### config.mk
export PLATFORM = sky130hd
export DESIGN_NAME = iva_controller
export DESIGN_NICKNAME = d
export VERILOG_FILES = /design/src/rtl/core/iva_pkg.sv /design/src/rtl/core/iva_controller.sv
export SDC_FILE = /design/constraint.sdc
export NUM_CORES = 1
export LEC_CHECK = 0
export ABC_AREA = 1
export BUFFER_PORTS_ARGS = -buffer_cell sky130_fd_sc_hd__buf_4
export CAP_MARGIN = 0
export CORE_AREA = 2 2 39 41
export DETAILED_ROUTE_END_ITERATION = 16
export DIE_AREA = 0 0 41 43
export PLACE_DENSITY = 0.75
export SLEW_MARGIN = 20
export SYNTH_ARGS = -nofsm -noshare
export SYNTH_HDL_FRONTEND = slang
export SYNTH_SLANG_ARGS = --single-unit
### constraint.sdc
create_clock -name i_clk -period 2.13 [get_ports i_clk]
set_clock_uncertainty 0.2 [all_clocks]
set_input_delay 0 -clock i_clk [delete_from_list [all_inputs] [get_ports i_clk]]
set_output_delay 0 -clock i_clk [all_outputs]
set_load 0.02 [all_outputs]
### src/rtl/core/iva_pkg.sv
// Shared types, operation codes and helpers of the integer vector ALU.
`default_nettype none
package iva_pkg;
    typedef enum logic [6:0] {
        OP_SUB64 = 7'd0, OP_ADD64 = 7'd1, OP_SHL64 = 7'd2, OP_SHR64 = 7'd3,
        OP_SHR32 = 7'd4, OP_SHL32 = 7'd5, OP_SHL8 = 7'd6, OP_SHR8 = 7'd7,
        OP_SHR16 = 7'd8, OP_SHL16 = 7'd9, OP_OR16 = 7'd10, OP_XOR64 = 7'd11,
        OP_MUL64 = 7'd12, OP_MUL32 = 7'd13, OP_MULLS64 = 7'd14, OP_MULLU64 = 7'd15,
        OP_XORV128 = 7'd16, OP_MULLU32 = 7'd17, OP_XOR32 = 7'd18, OP_ADD32 = 7'd19,
        OP_AND32 = 7'd20, OP_SUB32 = 7'd21, OP_AND64 = 7'd22, OP_AND8 = 7'd23,
        OP_SUB8 = 7'd24, OP_OR32 = 7'd25, OP_SUB16 = 7'd26, OP_ADD16 = 7'd27,
        OP_ADD8 = 7'd28, OP_AND16 = 7'd29, OP_OR64 = 7'd30, OP_OR8 = 7'd31,
        OP_XOR8 = 7'd32, OP_SAR32 = 7'd33, OP_SAR64 = 7'd34, OP_HL16TO32 = 7'd35,
        OP_HL32TO64 = 7'd36, OP_XOR16 = 7'd37, OP_DIVMODU64 = 7'd38,
        OP_DIVMODS64 = 7'd39, OP_CMPNE8 = 7'd40, OP_CMPEQ8 = 7'd41,
        OP_CMPEQ32 = 7'd42, OP_CMPNE32 = 7'd43, OP_CMPEQ16 = 7'd44,
        OP_CMPNE16 = 7'd45, OP_CMPEQ64 = 7'd46, OP_CMPNE64 = 7'd47,
        OP_SHLN32X4 = 7'd48, OP_SHLN64X2 = 7'd49, OP_ILO32X4 = 7'd50,
        OP_IHI32X4 = 7'd51, OP_ILO8X16 = 7'd52, OP_ILO16X8 = 7'd53,
        OP_ILO64X2 = 7'd54, OP_IHI64X2 = 7'd55, OP_ADD64X2 = 7'd56,
        OP_ADD32X4 = 7'd57, OP_HL64TO128 = 7'd58, OP_ORV128 = 7'd59,
        OP_DIVMODU128 = 7'd60, OP_DIVMODS128 = 7'd61, OP_64TO32 = 7'd62,
        OP_8STO32 = 7'd63, OP_8STO64 = 7'd64, OP_32UTO64 = 7'd65,
        OP_32STO64 = 7'd66, OP_16STO32 = 7'd67, OP_16STO64 = 7'd68,
        OP_64TO1 = 7'd69, OP_64TO8 = 7'd70, OP_64TO16 = 7'd71,
        OP_64HITO32 = 7'd72, OP_NOT32 = 7'd73, OP_NOT64 = 7'd74, OP_NOT8 = 7'd75,
        OP_CLZ64 = 7'd76, OP_CTZ64 = 7'd77, OP_GETMSBS = 7'd78,
        OP_128HITO64 = 7'd79, OP_128TO64 = 7'd80
    } t_op;

    localparam logic [63:0] M32 = 64'h0000_0000_FFFF_FFFF;
    localparam logic [63:0] M16 = 64'h0000_0000_0000_FFFF;
    localparam logic [63:0] M8 = 64'h0000_0000_0000_00FF;

    // Command from controller to datapath.
    typedef struct packed {
        logic load;
        logic mul_start;
        logic div_start;
        logic div_step;
        logic div_finish;
        logic capture;
    } t_cmd;

    // Status from datapath to controller.
    typedef struct packed {
        logic is_mul;
        logic is_div;
        logic div_zero;
    } t_status;

    function automatic logic [63:0] lsl(input logic [63:0] x, input logic [7:0] n,
                                        input logic [6:0] w);
        logic [63:0] m;
        m = (w == 7'd64) ? '1 : ((64'd1 << w) - 64'd1);
        return ({1'b0, n} >= {2'b0, w}) ? 64'd0 : ((x << n[5:0]) & m);
    endfunction

    function automatic logic [63:0] lsr(input logic [63:0] x, input logic [7:0] n,
                                        input logic [6:0] w);
        logic [63:0] m;
        m = (w == 7'd64) ? '1 : ((64'd1 << w) - 64'd1);
        return ({1'b0, n} >= {2'b0, w}) ? 64'd0 : ((x & m) >> n[5:0]);
    endfunction
endpackage
`default_nettype wire

### src/rtl/core/iva_controller.sv
// Sequencer for operand load, multiply, serial divide and result transfer.
`default_nettype none
module iva_controller (
    input  wire logic             i_clk,
    input  wire logic             i_rst_n,
    input  wire logic             i_in_valid,
    output logic                  o_in_ready,
    output logic                  o_out_valid,
    input  wire logic             i_out_ready,
    input  wire iva_pkg::t_status i_status,
    output iva_pkg::t_cmd         o_cmd
);
    typedef enum logic [2:0] {S_IDLE, S_DECODE, S_MUL, S_DIV, S_FIN, S_CAP, S_OUT} t_state;
    t_state     r_state;
    logic [6:0] r_cnt;

    assign o_in_ready = (r_state == S_IDLE);
    assign o_out_valid = (r_state == S_OUT);

    always_comb begin
        o_cmd = '0;
        o_cmd.load = (r_state == S_IDLE) && i_in_valid;
        case (r_state)
            S_DECODE: begin
                o_cmd.mul_start = 1'b1;
                o_cmd.div_start = 1'b1;
                o_cmd.capture = !i_status.is_mul && (!i_status.is_div || i_status.div_zero);
            end
            S_MUL: o_cmd.capture = 1'b1;
            S_DIV: o_cmd.div_step = 1'b1;
            S_FIN: o_cmd.div_finish = 1'b1;
            S_CAP: o_cmd.capture = 1'b1;
            default: ;
        endcase
    end

    always_ff @(posedge i_clk) begin
        if (!i_rst_n) begin
            r_state <= S_IDLE;
            r_cnt <= '0;
        end else begin
            case (r_state)
                S_IDLE: if (i_in_valid) r_state <= S_DECODE;
                S_DECODE: begin
                    if (i_status.is_mul) r_state <= S_MUL;
                    else if (i_status.is_div && !i_status.div_zero) begin
                        r_state <= S_DIV;
                        r_cnt <= '0;
                    end else r_state <= S_OUT;
                end
                S_MUL: r_state <= S_OUT;
                S_DIV: begin
                    r_cnt <= r_cnt + 7'd1;
                    if (r_cnt == 7'd127) r_state <= S_FIN;
                end
                S_FIN: r_state <= S_CAP;
                S_CAP: r_state <= S_OUT;
                S_OUT: if (i_out_ready) r_state <= S_IDLE;
                default: r_state <= S_IDLE;
            endcase
        end
    end
endmodule
`default_nettype wire
Word level (Yosys, flattened, before mapping)
Cells that the tools add are included.
W data, S select, Z words.

storage, ports and cells
  bits in latches = 0
  memories = 0
  ROM bits = 0
  input port bits = 7
  logic and storage cells = 40
  output and inout port bits = 8
  bits in registers = 10
  bits in writable memories = 0

operators by class
  shifts and indexed selects = 0
  equal/unequal tests = 12
  order comparisons = 0
  multipliers = 0
  bitwise operators = 0
  add/subtract/negate cells = 1
  multiplexer cells = 13
  divide/modulo/power cells = 0
  reduce and logical (&&, ||, !) cells = 12

operator list
  cell                   number
  $pmux W3 S6            1
  $mux W3                5
  $mux W7                2
  $pmux W7 S2            1
  $eq A3 B3 Y1 const B   3
  $ne A2 B2 Y1 const B   4
  $add A7 B1 Y7 const B  1
  $eq A7 B7 Y1 const B   1
  $eq A3 B2 Y1 const B   2
  $reduce_and A3 Y1      2
  $eq A3 B1 Y1 const B   1
  $logic_and A1 B1 Y1    3
  $logic_not A1 Y1       3
  $logic_not A3 Y1       1
  $mux W1                2
  $mux W2                1
  $ne A2 B1 Y1 const B   1
  $pmux W1 S2            1
  $reduce_bool A2 Y1     1
  $reduce_or A2 Y1       1
  $logic_or A1 B1 Y1     1

Depth between registers and ports, before layout
Gate-level depths: netlist of run 1.

  depth after elaboration = 5
  mapped depth = 9
  gate-level depth less buffers = 8

Worst setup path after synthesis of run 1
OpenSTA, ideal clock, no wires.

  kind = register to register
  from = reg r_cnt[0]
  to = reg r_state[1]
  path buffers = 0
  path slack = 711 ps
  clock period less this slack = 1419 ps
  data arrival time = 1109 ps
  required time = 1820 ps
  setup time = 110 ps
  stages on the path, launching flop included = 9
  cells stage by stage = dfxtp_1 -> ha_1 -> nand3_1 -> nor2_1 -> nor2_2 -> nor2_4 -> nand2_1 -> nand3_1 -> inv_1

between the ends
  cells in the longest elaborated chain, start to end = 3

ends and longest elaborated chain
  item                         RTL line              source
  start: declaration           iva_controller.sv:15  logic [6:0] r_cnt;
  start signal: assignment     iva_controller.sv:53  r_cnt <= r_cnt + 7'd1;
  $eq A7 B7 Y1                 iva_controller.sv:54  if (r_cnt == 7'd127) r_state <= S_FIN;
  $ne A2 B2 Y1 (no line)       --
  $reduce_and A3 Y1 (no line)  --
  end signal: assignment       iva_controller.sv:54
  end signal: assignment       iva_controller.sv:56  S_FIN: r_state <= S_CAP;
  end signal: assignment       iva_controller.sv:57  S_CAP: r_state <= S_OUT;
  end: declaration             iva_controller.sv:14  t_state r_state;

No other way between the ends.
A chain may end at the register's enable or synchronous reset.

Worst setup path in the final report of run 1
Same ends and word-level chain as after synthesis.

==> results of run 1 <==
[area by class of cell]
| cell class | count | area (µm²) |
|---|---|---|
| Tap cell | 16 | 20.0 |
| Inverter | 16 | 62.6 |
| Sequential cell | 10 | 203 |
| Timing Repair Buffer | 20 | 165 |
| Multi-Input combinational cell | 70 | 388 |
| Clock buffer | 4 | 36.3 |
| Fill cell | 109 | 509 |
[logic make-up (layout without fill, tap and decap cells)]
logic type / Yosys count / after routing / share of synthesized area
AND/OR/NAND/NOR: 53 / 53 / 0.416
flip-flops: 10 / 10 / 0.300
AO/OA/AOI/OAI: 16 / 16 / 0.139
buffers and inverters: 19 / 40 / 0.127
adder cells (fa/ha/maj): 1 / 1 / 0.0187
[metal layers]
layer	wire, µm	vias up
li1	-	370
met1	689	303
met2	726	34
met3	108	6
met4	29	0
met5	0	-
[cells in the final DEF (no fill, tap or decap), types with 6 or more instances in the layout]
cell type	n
a21oi_1	9
buf_4	14
dfxtp_1	8
dlygate4sd3_1	6
inv_1	13
nand2_1	18
nand3_1	12
nor2_1	7
[worst reg2reg max path: cells and delay by family (launching register included)]
kind,cells,cell delay (ps)
adders and majority gates,1,220
buffers and inverters,2,590
DFF,1,380
and+or+nand+nor,6,500
[per-stage QoR]
step / power, W / util / hold WS, ps / setup WS, ps
global placement: 0.000845 / 0.557 / 64.5 / 647
finish: 0.00106 / 0.632 / 54.3 / 146
detailed placement: 0.000855 / 0.557 / 73.6 / 614
global route: 0.00115 / 0.632 / 110 / 8.47
floorplan: 0.000719 / - / -79.2 / 711
CTS: 0.00106 / 0.627 / 42.2 / 66.0
[flip-flops by register name (all words and copies together), names as in the netlist]
name     count
r_state      3
r_cnt        7
[report_power, final]
group | leakage [nW] | internal (W) | switching [W]
clock network | 0.0210 | 0.000104 | 0.0000685
registers | 0.0819 | 0.000223 | 0.0000795
logic | 0.323 | 0.000246 | 0.000339
total | 0.426 | 0.000573 | 0.000488
[worst max-delay path by stage]
stage	end	slack, ps	cells past startpoint	from
2_1_floorplan	r_state[1]	710	8	r_cnt[0]
3_3_place_gp	r_cnt[6]	650	7	r_state[0]
3_5_place_dp	r_state[1]	610	8	r_cnt[0]
4_1_cts	r_state[1]	70	9	r_cnt[0]
5_1_grt	r_state[1]	8	9	r_cnt[1]
6_report	r_state[1]	150	9	r_cnt[0]
[repair_timing]
action / 4_1_cts / 5_1_grt
hold endpoints to repair: 10 / 0
endpoints found under the setup margin: 0 / 1
resized for setup: 0 / 4
hold buffers: 6 / 0
==> impl_metrics.ini, run 1 <==
[outcome]
status = complete, no violations

[worst_setup_path]
arrival_ps = 1950
r2r_start = r_cnt[0]
rr_endpoint = r_state[1]
reg2reg_depth = 9
cpMaxStageDelayCell = dlygate4sd3_1
slowest_delay_ps = 550
endpoint_kind = register
path_cells = ha_2, nand3_1, nor2_2, nor2_2, nor2_4, nand2_1, nand3_1, dlygate4sd3_1, inv_1
worstPathRequired_ps = 2100
worst-setup-path-type = reg2reg
crit_buf_inv = 2
crit_fanout = 6
startpoint_type = register
timing.critical_path.max_delay_family = buffers and inverters
reg2reg_slack_ps = 150

[clocking]
numCtsBuffers = 3
post_cts_buffers = 0
cts_root_buf = clkbuf_4
cts_buffer_depth = 2
htree_levels = 1
cts_tree = built
clock_sinks = 10
insertion_delay_ps = 270
clkTransAtPathRegs_ps = 70

[placement]
portBuffers = 14
dp_cells = 126
place.gp.congestion = 0.886
place_area_um2 = 771
hpwl_um = 1070

[final_layout]
fin_area_um2 = 875
areaGrowthSynthToFinish_pct = 30.9
drive_gt1_frac = 0.283
fin_cells = 136
nets = 129
n_antenna_cell = 0

[synth]
synthTopCellsByArea = dfxtp_1 (30%), nand2_1 (10%), nand3_1 (9.0%), inv_1 (7.3%), a21oi_1 (6.7%)
syn_area_um2 = 668
syn_avg_cell_area_um2 = 6.75
synth_cells = 99
synth_flop_cell = dfxtp_1
synth_most_common_cell = nand2_1
syn-num-nets = 107
async_reset_ff_frac = 0
synth_warnings = 0
ys_types = 23
synth.top_cell.area_share = 0.300
yosys.area.top_type = dfxtp_1
synthTopCellsByCount = nand2_1 (18), inv_1 (13), nand3_1 (12), dfxtp_1 (10), a21oi_1 (9)
ys_seq_area_frac = 0.300
ys_ff_latch = 10
synth_edf_count = 0

[sta]
fin_setup_tns_ps = 0
rsz0062_at_grt = no
setup_viol = 0
max_freq_mhz = 504
maxSlewHeadroom = 0.767
timing.final.crit_share = 0.931
hold_viol = 0
tightestPinTransition_ps = 349
fin_crit_ps = 1980
drv_slew = 0

[routing]
wl_um = 1550
wl_per_cell_um = 11.4
drt_iter0_markers = 27
via_per_inst = 5.24
drt_pass1_iterations = 5
drc_errors = 0
postRouteAntennaNets = 0
num_vias = 713

[floorplan]
die_height_um = 43
rows = 14
ios = 15
initial_core_util = 0.483
floorplan.die_area_um2 = 1760
core_um2 = 1380
die_w_um = 41

[grt]
grt_pass1_wl_um = 2590
grt_max_degree = 10
grtUsageMet1 = 0.281
use_met3 = 0.0314
grt_busiest_layer = met2
antenna_found_initial = 0
grt_pass1_vias = 629
grtUsageMet2 = 0.316
overflow = 0
grt_usage = 0.216

[hold_path]
min_path_cells = 8
holdPathEnd = r_state[2]
hp-class = in2reg
min-delay-start = i_status[1]

[flow_run]
maxCapViolCount = 0

[power_and_ir_drop]
ir_drop_mv = 0.749
p_per_area_nw_per_um2 = 1210
p_leak_nw = 0.426
(Power assumes the default switching activity.)
==> run 2, diff against run 1 <==
--- a/config.mk
+++ b/config.mk
@@ -9,6 +9,7 @@
 export BUFFER_PORTS_ARGS = -buffer_cell sky130_fd_sc_hd__buf_4
 export CAP_MARGIN = 0
 export CORE_AREA = 2 2 39 41
+export CTS_BUF_LIST = sky130_fd_sc_hd__clkbuf_2
 export DETAILED_ROUTE_END_ITERATION = 16
 export DIE_AREA = 0 0 41 43
 export PLACE_DENSITY = 0.75
==> run 2 against run 1 <==
Sequential share of layout area up 0.59 points. First-iteration DRC count is 52% lower. Sequential power about the same.
==> impl_metrics.ini, run 2 (synthesized netlist as in run 1, its figures left out) <==
[outcome]
status = complete, no violations

[final_layout]
mostFrequentLayoutCells = nand2_1 (18), buf_4 (14), inv_1 (13)
final_common_cell = nand2_1
regMostFlops = r_cnt
nets = 129
drive_gt1_frac = 0.283
fillers = 116
n_antenna_cell = 0
areaGrowthSynthToFinish_pct = 28.5
reg_top3 = r_cnt x7, r_state x3
largest_reg_flops = 7

[clocking]
cts_root_buf = clkbuf_2
numCtsBuffers = 3
cts_tree = built
htree_levels = 1
post_cts_buffers = 0
insertion_delay_ps = 260
clkTransAtPathRegs_ps = 100
cts_buffer_depth = 2
clock_sinks = 10

[sta]
tightestPinTransition_ps = 349
fin_setup_tns_ps = 0
drv_slew = 0
max_freq_mhz = 504
setup_viol = 0
maxSlewHeadroom = 0.767
rsz0062_at_grt = no
timing.final.crit_share = 0.931
fin_crit_ps = 1980
hold_viol = 0

[grt]
grt_pass1_vias = 620
overflow = 0
grt_usage = 0.214
antenna_found_initial = 0
grt_pass1_wl_um = 2560
grt_max_degree = 10

[floorplan]
die_height_um = 43
core_um2 = 1380
die_w_um = 41
ios = 15
rows = 14
initial_core_util = 0.483
floorplan.die_area_um2 = 1760

[worst_setup_path]
worstPathRequired_ps = 2100
arrival_ps = 1950
endpoint_kind = register
startpoint_type = register
crit_fanout = 6
worst-setup-path-type = reg2reg

[routing]
wl_um = 1540
met3_length_um = 99
top_layer_used = met4
drc_errors = 0
drt_pass1_iterations = 4
via_per_inst = 5.25
wl_met1_um = 678
postRouteAntennaNets = 0
num_vias = 714
wl_met2_um = 720
drt_iter0_markers = 13
wl_per_cell_um = 11.4

[placement]
portBuffers = 14
hpwl_um = 1070
place.gp.congestion = 0.886

[power_and_ir_drop]
sw_frac_of_total = 0.488
post-layout-total-power_w = 0.000997
seq_power_share = 0.302
switchingPower_w = 0.000487
p_leak_nw = 0.420
p_int_w = 0.000510
p_clk_frac = 0.109
p_per_area_nw_per_um2 = 1160
power_frac_comb = 0.588
ir_drop_mv = 0.712

[hold_path]
hp-class = in2reg

[flow_run]
maxCapViolCount = 0
## run 2: per-layer routing
layer	global-route usage	up-vias
met3	0.0314	5
met5	0	-
met2	0.306	31
met1	0.284	308
met4	0.140	0
li1	-	370
## run 2: metrics by stage
stage / utilization / worst slack [ps] / area, µm² / hold slack, ps / instances
global route: 0.620 / 22.5 / 858 / 99.5 / 136
finish: 0.620 / 148 / 858 / 54.9 / 136
CTS: 0.614 / 63.7 / 850 / 39.0 / 136
global placement: 0.557 / 647 / 771 / 64.5 / 126
floorplan: - / 711 / 668 / -79.2 / 99
detailed placement: 0.557 / 614 / 771 / 73.6 / 126
## run 2: critical path, stage by stage (launching register included)
cell,delay [ps]
dfxtp_2,380
ha_2,210
nand3_1,120
nor2_2,130
nor2_2,60
nor2_4,90
nand2_1,50
nand3_1,60
dlygate4sd3_1,550
inv_1,40
## run 2: what timing repair did
item	CTS	global route
resized for setup	0	5
hold endpoints to repair	10	0
hold buffers	6	0
endpoints found under the setup margin	0	1
## run 2: cell type report
class	count	area, µm²	area share
clock buffers	3	15.0	0.0175
clock inverters	1	3.75	0.00437
inverters	16	62.6	0.0729
multi-input cells	70	388	0.452
flip-flops and latches	10	204	0.238
well taps	16	20.0	0.0233
repair buffers	20	165	0.192
## run 2: worst paths after layout
path                                   from          to  slack [ps]  cells past startpoint
worst max-delay path               r_cnt[0]  r_state[1]         150                      9
worst min-delay path            i_status[1]  r_state[2]          50                      8
worst max register to register     r_cnt[0]  r_state[1]         150                      9
worst min register to register     r_cnt[0]    r_cnt[0]         290                      1
## run 2: power groups by stage
stage / logic (W) / registers (W) / clock network, W
after floorplan: 0.000474 / 0.000245 / 0
after global placement: 0.000545 / 0.000300 / 0
after detailed placement: 0.000555 / 0.000301 / 0
after CTS: 0.000585 / 0.000296 / 0.000113
after global routing: 0.000649 / 0.000310 / 0.000123
final: 0.000586 / 0.000301 / 0.000109
